## src/sv/ayp_pkg.sv

```systemverilog
`timescale 1ns / 1ps
// ----------------------------------------------------------------------------
// ayp_pkg
// Shared widths, types and the arctangent table for the aim angle pipeline.
// ----------------------------------------------------------------------------
package ayp_pkg;

    localparam int COORD_WIDTH  = 24;
    localparam int CORDIC_STEPS = 16;
    localparam int TABLE_LEN    = 24;
    localparam int NSTEPS       = (CORDIC_STEPS < TABLE_LEN) ? CORDIC_STEPS : TABLE_LEN;

    // Differences are brought to a fixed 29-bit magnitude before any math.
    localparam int SCALE_EXP = 29 - COORD_WIDTH;
    localparam int SH_L      = (SCALE_EXP > 0) ? SCALE_EXP : 0;
    localparam int SH_R      = (SCALE_EXP < 0) ? -SCALE_EXP : 0;
    localparam int DIFF_W    = COORD_WIDTH + 1;
    localparam int SCALE_W   = 30;

    localparam int CORD_W      = SCALE_W + 4;
    localparam int HSQ_W       = 2 * SCALE_W;
    localparam int ROOT_STAGES = HSQ_W / 2;
    localparam int ROOT_W      = SCALE_W;
    localparam int Z_W         = 26;
    localparam int ANG_W       = 28;
    localparam int YAW_W       = 25;
    localparam int PITCH_W     = 24;

    localparam int IN_BITS  = 6 * COORD_WIDTH;
    localparam int IN_W     = ((IN_BITS + 7) / 8) * 8;
    localparam int OUT_BITS = YAW_W + PITCH_W;
    localparam int OUT_W    = ((OUT_BITS + 7) / 8) * 8;

    localparam int DEG90_Q16  = 90 * 65536;
    localparam int DEG180_Q16 = 180 * 65536;
    localparam int DEG360_Q16 = 360 * 65536;

    typedef logic signed [CORD_W-1:0] cord_t;
    typedef logic signed [Z_W-1:0]    zang_t;

    typedef struct packed {
        logic same;
        logic c_pos;
        logic c_neg;
        logic theta_zero;
        logic off_pos;
        logic off_neg;
    } side_t;

    // atan(2^-i) in degrees, Q.16, rounded to nearest.
    function automatic zang_t atan_q16(input int unsigned idx);
        zang_t t;
        case (idx)
            0:       t = Z_W'(2949120);
            1:       t = Z_W'(1740967);
            2:       t = Z_W'(919879);
            3:       t = Z_W'(466945);
            4:       t = Z_W'(234379);
            5:       t = Z_W'(117304);
            6:       t = Z_W'(58666);
            7:       t = Z_W'(29335);
            8:       t = Z_W'(14668);
            9:       t = Z_W'(7334);
            10:      t = Z_W'(3667);
            11:      t = Z_W'(1833);
            12:      t = Z_W'(917);
            13:      t = Z_W'(458);
            14:      t = Z_W'(229);
            15:      t = Z_W'(115);
            16:      t = Z_W'(57);
            17:      t = Z_W'(29);
            18:      t = Z_W'(14);
            19:      t = Z_W'(7);
            20:      t = Z_W'(4);
            21:      t = Z_W'(2);
            22:      t = Z_W'(1);
            default: t = '0;
        endcase
        return t;
    endfunction

endpackage

```

## src/sv/ayp_isqrt_pipe.sv

```systemverilog
`timescale 1ns / 1ps
// ----------------------------------------------------------------------------
// ayp_isqrt_pipe
// Pipelined floor integer square root, one result bit per register stage.
// ----------------------------------------------------------------------------
module ayp_isqrt_pipe
    import ayp_pkg::*;
(
    input  logic              clk,
    input  logic              rst_n,
    input  logic              en,
    input  logic              in_valid,
    input  logic [HSQ_W-1:0]  in_val,
    output logic              out_valid,
    output logic [ROOT_W-1:0] out_root
);

    localparam int R_W = HSQ_W + 1;

    logic [R_W-1:0] rem_reg [ROOT_STAGES];
    logic [R_W-1:0] res_reg [ROOT_STAGES];
    logic           v_reg   [ROOT_STAGES];

    logic [R_W-1:0] rem_next [ROOT_STAGES];
    logic [R_W-1:0] res_next [ROOT_STAGES];

    always_comb
    begin
        for (int k = 0; k < ROOT_STAGES; k++)
        begin
            logic [R_W-1:0] rp;
            logic [R_W-1:0] sp;
            logic [R_W-1:0] bitv;
            logic [R_W-1:0] trial;
            if (k == 0)
            begin
                rp = R_W'(in_val);
                sp = '0;
            end
            else
            begin
                rp = rem_reg[k-1];
                sp = res_reg[k-1];
            end
            bitv  = R_W'(1) << (2 * (ROOT_STAGES - 1 - k));
            trial = sp + bitv;
            if (rp >= trial)
            begin
                rem_next[k] = rp - trial;
                res_next[k] = (sp >> 1) + bitv;
            end
            else
            begin
                rem_next[k] = rp;
                res_next[k] = sp >> 1;
            end
        end
    end

    always_ff @(posedge clk or negedge rst_n)
    begin
        if (!rst_n)
        begin
            for (int k = 0; k < ROOT_STAGES; k++)
            begin
                v_reg[k] <= 1'b0;
            end
        end
        else if (en)
        begin
            for (int k = 0; k < ROOT_STAGES; k++)
            begin
                v_reg[k] <= (k == 0) ? in_valid : v_reg[k-1];
            end
        end
    end

    always_ff @(posedge clk)
    begin
        if (en)
        begin
            for (int k = 0; k < ROOT_STAGES; k++)
            begin
                rem_reg[k] <= rem_next[k];
                res_reg[k] <= res_next[k];
            end
        end
    end

    assign out_valid = v_reg[ROOT_STAGES-1];
    assign out_root  = res_reg[ROOT_STAGES-1][ROOT_W-1:0];

endmodule

```

## config.mk

```make
export PLATFORM = sky130hd
export DESIGN_NAME = ayp_isqrt_pipe
export DESIGN_NICKNAME = d
export VERILOG_FILES = /design/src/sv/ayp_pkg.sv /design/src/sv/ayp_isqrt_pipe.sv
export SDC_FILE = /design/constraint.sdc
export NUM_CORES = 2
export LEC_CHECK = 0
export BUFFER_PORTS_ARGS = -buffer_cell sky130_fd_sc_hd__buf_2
export CORE_MARGIN = 3
export CORE_UTILIZATION = 45
export CTS_CLUSTER_DIAMETER = 30
export DETAILED_ROUTE_END_ITERATION = 10
export GPL_TIMING_DRIVEN = 0
export MAX_ROUTING_LAYER = met4
export PLACE_DENSITY = 0.63
export SYNTH_ARGS = -nofsm -noshare
export SYNTH_HDL_FRONTEND = slang
export SYNTH_SLANG_ARGS = --single-unit
```

## constraint.sdc

```tcl
create_clock -name clk -period 3.3 [get_ports clk]
set_input_delay 0.495 -clock clk [delete_from_list [all_inputs] [get_ports clk]]
set_output_delay 0.495 -clock clk [all_outputs]
set_load 0.02 [all_outputs]
```

After elaboration in Yosys (flattened, before gate mapping)
Memory sizes are Yosys's and may differ from the RTL's.
Cells that the tools add are included.
{"block": "totals", "register_bits": 30, "ram_bits": 3660, "in_bits": 64, "out_inout_bits": 31, "wordCells": 212, "mem_count": 2}
{"memory": "rem_reg", "depth": 30, "word_bits": 61, "rd": 29, "rd_ports_with_merged_regs": 0, "write_ports": 30, "line": "ayp_isqrt_pipe.sv:20", "rtl": "logic [R_W-1:0] rem_reg [ROOT_STAGES];"}
{"memory": "res_reg", "depth": 30, "word_bits": 61, "rd": 30, "rd_ports_with_merged_regs": 0, "write_ports": 30, "line": "ayp_isqrt_pipe.sv:21", "rtl": "logic [R_W-1:0] res_reg [ROOT_STAGES];"}
{"block": "op_classes", "add_sub_neg": 88, "n_lt_le_gt_ge": 30, "n_mux": 62}
{"cell": "$mux 61", "n": 59}
{"cell": "$ge 61x61->1", "n": 29}
{"cell": "$sub 61x61->61", "n": 29}
{"cell": "$add 60x1->61 const B", "n": 1}
{"cell": "$add 60x11->61 const B", "n": 1}
{"cell": "$add 60x13->61 const B", "n": 1}
{"cell": "$add 60x15->61 const B", "n": 1}
{"cell": "$add 60x17->61 const B", "n": 1}
{"cell": "$add 60x19->61 const B", "n": 1}
{"cell": "$add 60x21->61 const B", "n": 1}
{"cell": "$add 60x23->61 const B", "n": 1}
{"cell": "$add 60x25->61 const B", "n": 1}
{"cell": "$add 60x27->61 const B", "n": 1}
{"cell": "$add 60x29->61 const B", "n": 1}
{"cell": "$add 60x3->61 const B", "n": 1}
{"cell": "$add 60x31->61 const B", "n": 1}
{"cell": "$add 60x33->61 const B", "n": 1}
{"cell": "$add 60x35->61 const B", "n": 1}
{"cell": "$add 60x37->61 const B", "n": 1}
{"cell": "$add 60x39->61 const B", "n": 1}
{"cell": "$add 60x41->61 const B", "n": 1}
{"cell": "$add 60x43->61 const B", "n": 1}
{"cell": "$add 60x45->61 const B", "n": 1}
{"cell": "$add 60x47->61 const B", "n": 1}
{"cell": "other kinds (41)", "n": 42}

Logic depth before layout (Yosys ltp)
An unclocked memory read counts as a cell.
{"block": "depth", "word_depth": 4, "mapped_depth": 14, "ltp_nobuf": 12}

Worst setup path before layout
OpenSTA, ideal clock, no wires.
{"block": "synth_timing", "kind": "flip-flop to flip-flop", "start": "memory rem_reg[1][212] (netlist bit)", "end": "memory rem_reg[1][300] (netlist bit), data pin", "arrival_time_ns": 3.387, "path_slack_ns": -0.354, "path_stages_with_launch": 14, "period_less_slack_ns": 3.654, "cell_sequence": "edfxtp_1 > ha_1 > clkbuf_1 > nand4_1 > or4_1 > or4b_1 > and4_1 > o21a_1 > inv_2 > o2111ai_1 > or2_0 > clkbuf_1 > o41ai_1 > o21ai_1"}
{"element": "start, declared", "line": "ayp_isqrt_pipe.sv:20"}

==> metrics.yaml <==
cts-root-buf: "clkbuf_16"
core_area_sq_um: 239000
tns_ns: -55.62
die_area_sq_um: 248000
grt_util_all_layers: 0.224
grt_overflow: 0
critPathKind: "register to register"
yosysWarnings: 0
drtPass1Iterations: 6
cts_tree: "built"
critPathLaunchType: "register"
netlist_instances: 8654
grt_pass1_wl_um: 423000
remaining_drc_errors: 0
syn2layout_area_growth_pct: 28.7
critPathRequiredTime_ns: 3.92
grt_start_max_net_pins: 185
nNetsFinal: 10100
finalSetupViolations: 317
fin_crit_sh: 1.15
cts_made_buffers: 458
start_util: 0.454
worst_slew_margin_rel: 0.198
p_leak_nw: 53.1
rsz0062_at_grt: "yes"
ys_types: 96
rows: 179
largest_reg_flops: 1769
post-place-ws_ns: -1.99
drt_wl_total_um: 281000
gp_congestion: 0.918
synth_top_area_frac: 0.617
slowest_stage: "or4b_4"
syn_nets: 9211
status: "finished, violations left"
die_width_um: 498
dpl.hpwl_um: 198000
hold_class: "input port to register"
viasPerCell: 5.59
power_w: 0.106
cp.arrival_ns: 4.42
mostFrequentLayoutCell: "edfxtp_1"
clock-sinks: 2264
ir_drop_v: 0.000627
first_global_vias: 72500
die_y_um: 498
finalHoldViolCount: 0
drive_above_1_share: 0.237
synth-edff-count: 2234
async_flop_share: 0.0133
path_cells: "ha_4 -> nor4bb_4 -> nand4_1 -> or4b_4 -> and4_1 -> o21a_4 -> inv_4 -> o2111ai_4 -> or2_1 -> buf_8 -> o41ai_4 -> o21ai_1"
syn_avg_cell_area_sq_um: 12.6
power_density_nw_per_um2: 755
clk_pin_slew_ns: 0.05
fin_util: 0.585
syn_area_sq_um: 109000
final_cell_mix: "edfxtp_1, inv_1, nor2_1"
cp_max_fo: 5
synthTopCellsByArea: "edfxtp_1, ha_1, xnor2_1"
synth_area_leader_cell: "edfxtp_1"
skew_ns: 0.0982
antenna_found_initial: 10
vias: 73400
fin_ws_ns: -0.501
drv.max_cap_violation_count: 0
worstMarginPinSlew_ns: 1.19
post-route-min-period_ns: 3.80
synth-seq-cells: 2264
ys_seq_area_frac: 0.624
cts_max_level: 5
clock_latency_ns: 0.97
port_buffers: 94
ant_nets: 0
synthFlopType: "edfxtp_1"
io_pins: 95
setup.worst_path.end_class: "register"
violations: "negative setup slack"
wire_per_inst_um: 21.4
finalMaxSlewViolations: 0
fmax_mhz: 263
drt-initial-drc-count: 5907
cts_buffer_depth: 4
slowest_delay_ns: 0.70
critical path, delay by kind of cell, from the launching register on:
family	cells	cell delay [ns]
buffers and inverters	2	0.22
AOI/OAI and AO/OA	4	0.57
and+or+nand+nor	5	1.96
DFF	1	0.43
adders and majority gates	1	0.33
worst paths after layout:
path	startpoint	endpoint	slack [ns]	cells after the start
max	rem_reg[1][205]	rem_reg[1][300]	-0.50	12
max in group asynchronous	rst_n	v_reg[29]	2.69	2
max reg2reg	rem_reg[1][205]	rem_reg[1][300]	-0.50	12
min	en	rem_reg[0][781]	0.09	2
min reg2reg	res_reg[1][562]	res_reg[1][622]	0.42	0
min in group asynchronous	rst_n	v_reg[5]	0.18	2
per-layer routing:
layer | track usage | wire length [um] | share of wire
met1 | 0.300 | 125000 | 0.44
met2 | 0.358 | 135000 | 0.48
met3 | 0.0317 | 14100 | 0.050
met4 | 0.0637 | 7460 | 0.027
met5 | - | 0 | 0
cell families (layout without fill, tap and decap cells):
kind of cell | count (synthesis) | after routing | synth area share
simple gates | 2584 | 2586 | 0.123
flops | 2264 | 2264 | 0.624
compound gates | 1600 | 1600 | 0.0916
xor+xnor | 797 | 797 | 0.0642
buf+inv | 797 | 2104 | 0.0280
fa+ha+maj | 493 | 493 | 0.0567
mux | 119 | 119 | 0.0122
other cells | 0 | 2 | 0
repair_timing:
action | CTS | global route
pin swaps | 204 | 284
hold buffers | 64 | 0
gates resized for setup | 930 | 739
hold endpoints to repair | 143 | 0
endpoints found under the setup margin | 835 | 716
buffers inserted | 195 | 162
cloned | 17 | 9
through the flow:
stage,hold slack (ns),area [sq um],std cells
after detailed placement,0.428,114000,11900
final,0.0936,140000,13100
after floorplan,0.199,109000,8654
after global placement,0.422,114000,11900
after global routing,0.0498,140000,13100
after CTS,0.0322,136000,13000
Yosys cell counts, types with 21 or more instances:
library cell,number
edfxtp_1,2234
ha_1,493
o31ai_1,42
or3_1,105
clkbuf_1,175
inv_1,596
a21oi_1,537
a211oi_1,38
nor4_1,294
and3_1,28
nor2_1,608
a31oi_1,51
a21o_1,195
nor2b_1,70
nand2b_1,99
xor2_1,364
o21a_1,90
nand2_1,547
a21boi_0,21
mux2_2,104
nand4_1,156
nand3_1,151
nand3b_1,26
o21ai_0,364
nor4b_1,50
xnor2_1,433
o211ai_1,39
o21bai_1,52
nand4b_1,21
dfrtp_1,30
nor3_1,202
and2_1,36
or4_1,84
or2_2,27
power breakdown:
part           internal, W  switching [W]  leakage (nW)  total [W]
logic              0.00915         0.0116          23.9     0.0208
registers           0.0364        0.00313          21.8     0.0396
clock network       0.0301         0.0153          7.40     0.0454
total               0.0757         0.0301          53.1      0.106
layout make-up:
type                       count  area, sq um
tap                         3167         3960
multi-input combinational   5595        44000
sequential                  2264        67800
antenna                        2         5.00
timing repair buffer         542         5100
inverter                     598         2270
clock buffer                 493        11600
buffer                       128         1320
fill                       18700        99300
clock inverter               343         3820
Power figures use the tool's default switching activity.
