**src/sv/ayp_pkg.sv**
```systemverilog
`timescale 1ns / 1ps
// ----------------------------------------------------------------------------
// ayp_pkg
// Shared widths, types and the arctangent table for the aim angle pipeline.
// ----------------------------------------------------------------------------
package ayp_pkg;

    localparam int COORD_WIDTH  = 24;
    localparam int CORDIC_STEPS = 16;
    localparam int TABLE_LEN    = 24;
    localparam int NSTEPS       = (CORDIC_STEPS < TABLE_LEN) ? CORDIC_STEPS : TABLE_LEN;

    // Differences are brought to a fixed 29-bit magnitude before any math.
    localparam int SCALE_EXP = 29 - COORD_WIDTH;
    localparam int SH_L      = (SCALE_EXP > 0) ? SCALE_EXP : 0;
    localparam int SH_R      = (SCALE_EXP < 0) ? -SCALE_EXP : 0;
    localparam int DIFF_W    = COORD_WIDTH + 1;
    localparam int SCALE_W   = 30;

    localparam int CORD_W      = SCALE_W + 4;
    localparam int HSQ_W       = 2 * SCALE_W;
    localparam int ROOT_STAGES = HSQ_W / 2;
    localparam int ROOT_W      = SCALE_W;
    localparam int Z_W         = 26;
    localparam int ANG_W       = 28;
    localparam int YAW_W       = 25;
    localparam int PITCH_W     = 24;

    localparam int IN_BITS  = 6 * COORD_WIDTH;
    localparam int IN_W     = ((IN_BITS + 7) / 8) * 8;
    localparam int OUT_BITS = YAW_W + PITCH_W;
    localparam int OUT_W    = ((OUT_BITS + 7) / 8) * 8;

    localparam int DEG90_Q16  = 90 * 65536;
    localparam int DEG180_Q16 = 180 * 65536;
    localparam int DEG360_Q16 = 360 * 65536;

    typedef logic signed [CORD_W-1:0] cord_t;
    typedef logic signed [Z_W-1:0]    zang_t;

    typedef struct packed {
        logic same;
        logic c_pos;
        logic c_neg;
        logic theta_zero;
        logic off_pos;
        logic off_neg;
    } side_t;

    // atan(2^-i) in degrees, Q.16, rounded to nearest.
    function automatic zang_t atan_q16(input int unsigned idx);
        zang_t t;
        case (idx)
            0:       t = Z_W'(2949120);
            1:       t = Z_W'(1740967);
            2:       t = Z_W'(919879);
            3:       t = Z_W'(466945);
            4:       t = Z_W'(234379);
            5:       t = Z_W'(117304);
            6:       t = Z_W'(58666);
            7:       t = Z_W'(29335);
            8:       t = Z_W'(14668);
            9:       t = Z_W'(7334);
            10:      t = Z_W'(3667);
            11:      t = Z_W'(1833);
            12:      t = Z_W'(917);
            13:      t = Z_W'(458);
            14:      t = Z_W'(229);
            15:      t = Z_W'(115);
            16:      t = Z_W'(57);
            17:      t = Z_W'(29);
            18:      t = Z_W'(14);
            19:      t = Z_W'(7);
            20:      t = Z_W'(4);
            21:      t = Z_W'(2);
            22:      t = Z_W'(1);
            default: t = '0;
        endcase
        return t;
    endfunction

endpackage

```
**src/sv/ayp_cordic_pipe.sv**
```systemverilog
`timescale 1ns / 1ps
// ----------------------------------------------------------------------------
// ayp_cordic_pipe
// Unrolled CORDIC vectoring pipeline, one micro-rotation per register stage.
// ----------------------------------------------------------------------------
module ayp_cordic_pipe
    import ayp_pkg::*;
(
    input  logic  clk,
    input  logic  rst_n,
    input  logic  en,
    input  logic  in_valid,
    input  cord_t in_y,
    input  cord_t in_x,
    output logic  out_valid,
    output zang_t out_z
);

    cord_t x_reg [NSTEPS];
    cord_t y_reg [NSTEPS];
    zang_t z_reg [NSTEPS];
    logic  v_reg [NSTEPS];

    cord_t x_next [NSTEPS];
    cord_t y_next [NSTEPS];
    zang_t z_next [NSTEPS];

    always_comb
    begin
        for (int i = 0; i < NSTEPS; i++)
        begin
            cord_t xp;
            cord_t yp;
            zang_t zp;
            if (i == 0)
            begin
                xp = in_x;
                yp = in_y;
                zp = '0;
            end
            else
            begin
                xp = x_reg[i-1];
                yp = y_reg[i-1];
                zp = z_reg[i-1];
            end
            if (yp > 0)
            begin
                x_next[i] = xp + (yp >>> i);
                y_next[i] = yp - (xp >>> i);
                z_next[i] = zp + atan_q16(i);
            end
            else
            begin
                x_next[i] = xp - (yp >>> i);
                y_next[i] = yp + (xp >>> i);
                z_next[i] = zp - atan_q16(i);
            end
        end
    end

    always_ff @(posedge clk or negedge rst_n)
    begin
        if (!rst_n)
        begin
            for (int i = 0; i < NSTEPS; i++)
            begin
                v_reg[i] <= 1'b0;
            end
        end
        else if (en)
        begin
            for (int i = 0; i < NSTEPS; i++)
            begin
                v_reg[i] <= (i == 0) ? in_valid : v_reg[i-1];
            end
        end
    end

    always_ff @(posedge clk)
    begin
        if (en)
        begin
            for (int i = 0; i < NSTEPS; i++)
            begin
                x_reg[i] <= x_next[i];
                y_reg[i] <= y_next[i];
                z_reg[i] <= z_next[i];
            end
        end
    end

    assign out_valid = v_reg[NSTEPS-1];
    assign out_z     = z_reg[NSTEPS-1];

endmodule

```
**config.mk**
```make
export PLATFORM = sky130hd
export DESIGN_NAME = ayp_cordic_pipe
export DESIGN_NICKNAME = d
export VERILOG_FILES = /design/src/sv/ayp_pkg.sv /design/src/sv/ayp_cordic_pipe.sv
export SDC_FILE = /design/constraint.sdc
export NUM_CORES = 2
export LEC_CHECK = 0
export BUFFER_PORTS_ARGS = -buffer_cell sky130_fd_sc_hd__buf_4
export CAP_MARGIN = 25
export CORE_MARGIN = 2
export CORE_UTILIZATION = 50
export CTS_BUF_LIST = sky130_fd_sc_hd__clkbuf_8
export CTS_CLUSTER_SIZE = 30
export DETAILED_ROUTE_END_ITERATION = 7
export GPL_TIMING_DRIVEN = 0
export HOLD_SLACK_MARGIN = 0.06
export PLACE_DENSITY = 0.75
export SKIP_LAST_GASP = 1
export SLEW_MARGIN = 20
export SYNTH_ARGS = -nofsm -noshare
export SYNTH_HDL_FRONTEND = slang
export SYNTH_SLANG_ARGS = --single-unit
```
**constraint.sdc**
```tcl
create_clock -name clk -period 7.1 [get_ports clk]
set_clock_uncertainty 0.1 [all_clocks]
set_input_delay 0.71 -clock clk [delete_from_list [all_inputs] [get_ports clk]]
set_output_delay 0.71 -clock clk [all_outputs]
set_load 0.01 [all_outputs]
```
**Word level (Yosys, flattened, before mapping)**

Memories as Yosys holds them, arrays and structs flattened.
Cells that the tools add are included.

- Mux-type cells: 81
- Order comparisons: 16
- $add $sub $neg: 94

Operators with widths:

| kind | count |
|---|---|
| two-way mux 26 bit | 47 |
| two-way mux 34 bit | 32 |
| > comparator 34 x 1 -> 1 bit, second input constant | 16 |
| adder 26 bit | 15 |
| subtractor 26 bit | 15 |
| adder 34 x 19 -> 34 bit | 2 |
| adder 34 x 20 -> 34 bit | 2 |
| adder 34 x 21 -> 34 bit | 2 |
| adder 34 x 22 -> 34 bit | 2 |
| adder 34 x 23 -> 34 bit | 2 |
| adder 34 x 24 -> 34 bit | 2 |
| adder 34 x 25 -> 34 bit | 2 |
| adder 34 x 26 -> 34 bit | 2 |
| adder 34 x 27 -> 34 bit | 2 |
| adder 34 x 28 -> 34 bit | 2 |
| adder 34 x 29 -> 34 bit | 2 |
| adder 34 x 30 -> 34 bit | 2 |
| adder 34 x 31 -> 34 bit | 2 |
| adder 34 x 32 -> 34 bit | 2 |
| adder 34 x 33 -> 34 bit | 2 |
| subtractor 34 x 19 -> 34 bit | 2 |
| subtractor 34 x 20 -> 34 bit | 2 |
| subtractor 34 x 21 -> 34 bit | 2 |
| subtractor 34 x 22 -> 34 bit | 2 |
| 15 further kinds | 28 |

- Output and inout bits: 27
- Logic and storage cells: 210
- Memories kept: 3
- Register bits after elaboration: 16
- RAM bits: 1504
- Input port bits: 72

Memories:

| memory | depth | width | rd ports | clocked after Yosys merged registers in | wr ports | line | text |
|---|---|---|---|---|---|---|---|
| x_reg | 16 | 34 | 15 | 0 | 16 | ayp_cordic_pipe.sv:19 | `cord_t x_reg [NSTEPS];` |
| y_reg | 16 | 34 | 15 | 0 | 16 | ayp_cordic_pipe.sv:20 | `cord_t y_reg [NSTEPS];` |
| z_reg | 16 | 26 | 16 | 0 | 16 | ayp_cordic_pipe.sv:21 | `zang_t z_reg [NSTEPS];` |

**Longest topological paths before layout**

- Depth in word-level cells: 4
- Depth in mapped cells: 25
- Mapped depth without buffers: 23

**Worst setup path before layout**

No wires, ideal clock.

- Path kind: register to register
- Start: mem y_reg[0][71] (netlist name)
- End: mem x_reg[0][131] (netlist name), data pin
- Buffers on the path: 2
- Clock period less this slack: 6259 ps
- Arrival: 5894 ps
- Stages on the path, launching flop included: 25
- Data required time: 6736 ps
- Library setup time: 264 ps
- Path slack: 841 ps
- Cell sequence: edfxtp_1 -> or4_1 -> nor4_2 -> nand2_1 -> nor2_1 -> and2_1 -> nand2_1 -> or4_1 -> nor2b_1 -> buf_2 -> inv_2 -> buf_2 -> nor2_1 -> xnor2_1 -> ha_1 -> o21a_1 -> o31a_1 -> o41a_1 -> a21o_1 -> o31a_1 -> a31oi_1 -> o21ai_0 -> a32o_1 -> a31o_2 -> xor2_1

RTL lines:

| item | line |
|---|---|
| start: declaration | ayp_cordic_pipe.sv:20 |
| end: declaration | ayp_cordic_pipe.sv:19 |

==> summary.md <==
| Metric | Value |
|---|---|
| Max clock buf depth | `3` |
| Post-synth top area share | `33.22%` |
| CTS Buf Count | `231` |
| Mux cell area share after synthesis | `0.4980%` |
| Drt initial violations | `8208` |
| IO Count | `99` |
| GPL Wtd Cong | `0.9730` |
| CTS Root Cell | `clkbuf_8` |
| CTS tree | `yes` |
| Grt ovf | `0` |
| Die width | `495.1 um` |
| WL final | `317100 um` |
| Worst Setup End Kind | `flop` |
| Die Area | `245100 um^2` |
| Cell Rows | `180` |
| Final worst slack | `0.1787 ns` |
| Post-synth top area cell | `edfxtp_1` |
| Via density | `5.963` |
| Slew HR | `27.91%` |
| Register area share after synthesis | `33.55%` |
| Synth Area in XOR/XNOR | `12.88%` |
| DR WL/cell | `18.95 um` |
| Post-Synth Adder-Cell Area | `14.65%` |
| Maximum Capacitance Violations | `0` |
| Main combinational cell family by area after synthesis | `compound AO/OA/AOI/OAI gates` |
| Ys flop type | `edfxtp_1` |
| Origin of the worst min-delay path | `in_y[0]` |
| Vias | `99780` |
| Dpl ws | `-1.612 ns` |
| Cells after DPL | `16280` |
| R2R depth | `24` |
| Worst slew pin tran | `1.066 ns` |
| Crit Path Class | `reg -> reg` |
| I/O Buffers | `97` |
| Core area | `240100 um^2` |
| Fin crit period | `6.921 ns` |
| Initial antenna violation count | `6` |
| Crit path launch type | `flop` |
| Max Clock Freq | `144.5 MHz` |
| Clk_lat worst skew | `1.08 ns` |
| Post-synth EDFFs | `1334` |
| First-pass GRT wire length | `498900 um` |
| Final ANT Viol Nets | `0` |
| WP data arrival | `7.57 ns` |
| CP max FO | `10` |
| Largest net degree at the start of global routing | `162` |
| Share of cells above drive strength 1 | `5.773%` |
| Post-synth ARST share | `1.185%` |
| Max reg flops | `509` |
| Mean area per synthesized cell | `9.291 um^2` |
| Final std cells w/o fill | `16740` |
| Post-synthesis compound-gate area fraction | `21.08%` |
| Hold WC Path Type | `in -> reg` |
| Hold path depth | `4` |
| Netlist cell types | `93` |
| Top post-synthesis cells by area | `edfxtp_1 33%, ha_1 14%, xnor2_1 8.7%, a21oi_1 5.2%, xor2_1 4.2%` |
| Synthesis warning total | `0` |
| Final hold slack | `0.1508 ns` |
| Simple-gate share of the synthesized area | `14.57%` |
| Residual DRC | `0` |
| Yosys reg bits | `1350` |
| Detailed placer's ending HPWL | `247800 um` |
| Status | `finished clean` |
| Drt pass-1 iters | `6` |
| Max Slew Vio Count | `0` |
| Worst r2r src | `y_reg[0][75]$_DFFE_PP_` |
| Count of final setup violators | `0` |
| Synth Instances | `12980` |
| Final Hold Fails | `0` |
| Number of global-route vias before repair | `92810` |
| Clock sinks | `1350` |
| Final period utilization | `97.48%` |
| Starting density of the core | `50.23%` |
| Overall Global Routing Usage | `24.99%` |
| Synth Cell Area | `120600 um^2` |
| Layout Utilization | `54.79%` |
| Area Growth Syn to Fin | `9.087%` |
| Syn_nets | `14440` |
| H-tree levels | `4` |
| Die height | `495.1 um` |
| CTS clk-pin slew, worst paths | `0.06 ns` |
| Final net count | `14810` |
| CP Launch Point | `y_reg[0][75]$_DFFE_PP_` |
| Critical Path RT | `7.75 ns` |
synthesized netlist by cell type (202+ instances only):
cell      number
xnor2_1     1197
nor2_1      1047
xor2_1       577
nand3_1      234
a21o_1       507
nand2b_1     202
nor3_1       292
inv_1        570
clkbuf_1     217
edfxtp_1    1334
o21ai_0      795
a21oi_1     1244
ha_1        1346
o21a_1       214
nand2_1      759
cell families (layout without fill, tap and decap cells):
group,count (synthesis),after routing
mux,56,56
simple gates,3574,3574
buf+inv,851,1418
flops,1350,1350
compound gates,3986,3986
fa+ha+maj,1387,1387
xor+xnor,1774,1774
other cells,1,5
repair_timing:
action,4_1_cts,5_1_grt
endpoints found under the hold margin,88,0
gates resized for setup,70,99
endpoints found under the setup margin,265,172
pin swaps,3,6
hold buffers,8,0
buffers inserted,4,8
gates cloned,0,1
layer usage:
metal,vias to the layer above,global-route usage [%],routed length [um]
met4,4,8.820,12040
met5,-,0,34
met1,46880,34.17,140100
li1,49100,-,-
met2,3222,39.84,141300
met3,581,4.240,23580
path summary, 6_finish.rpt:
| path | end | slack [ns] |
|---|---|---|
| worst max-delay path | x_reg[0][128]$_DFFE_PP_ | 0.18 |
| worst min-delay path | x_reg[0][0]$_DFFE_PP_ | 0.15 |
| worst max register to register | x_reg[0][128]$_DFFE_PP_ | 0.18 |
| worst min register to register | z_reg[0][131]$_DFFE_PP_ | 0.32 |
| max in group asynchronous | v_reg[13]$_DFFE_PN0P_ | 5.76 |
| min in group asynchronous | v_reg[12]$_DFFE_PN0P_ | 0.67 |
worst max-delay path: stages (launching register included):
cell and delay (ns):
edfxtp_1 0.49, or4_4 0.62, nor4_4 0.22, buf_4 0.18
nand2_2 0.10, nor2_4 0.17, and2_2 0.23, nand2_4 0.12
or4_4 0.62, nor2b_1 0.16, buf_4 0.26, inv_8 0.19
buf_2 0.32, a21oi_1 0.10, xnor2_1 0.16, ha_1 0.23
or3_1 0.43, o211ai_1 0.34, a21oi_1 0.15, nor2_2 0.19
o21ai_1 0.16, or4_1 0.47, a31oi_2 0.30, o21ai_0 0.14
xor2_1 0.16
final cells by class:
type                            instances  area (um^2)
Clock inverter                        186         1712
Multi-Input combinational cell      10780        77270
Sequential cell                      1350        40460
Tap cell                             3185         3985
Antenna cell                            4        10.01
Buffer                                273         1262
Clock buffer                          240         3303
Inverter                              577         2176
Timing Repair Buffer                  142         1370
Fill cell                           21600       108500
layout by cell type, fill, tap and decap left out, drive strengths merged, types with 195 or more instances in the layout:
cell type / netlist / layout
o21a: 214 / 214
xnor2: 1197 / 1197
nand2: 759 / 759
inv: 573 / 632
o31ai: 197 / 197
clkbuf: 218 / 456
a21oi: 1244 / 1244
xor2: 577 / 577
nor2: 1048 / 1048
nor3: 292 / 292
a21o: 507 / 507
nand2b: 202 / 202
ha: 1346 / 1346
nor2b: 195 / 195
o21ai: 799 / 799
edfxtp: 1334 / 1334
nand3: 235 / 235
through the flow:
stage / TNS (ns) / cell area (um^2)
after detailed placement: -99.25 / 125700
after floorplan: 0 / 120600
after CTS: 0 / 131100
after global routing: -0.1325 / 131500
final: 0 / 131600
after global placement: -8788.31 / 125300
Power is not shown: default switching activity piles up to over one toggle a cycle in this logic, so the estimate is an artifact.
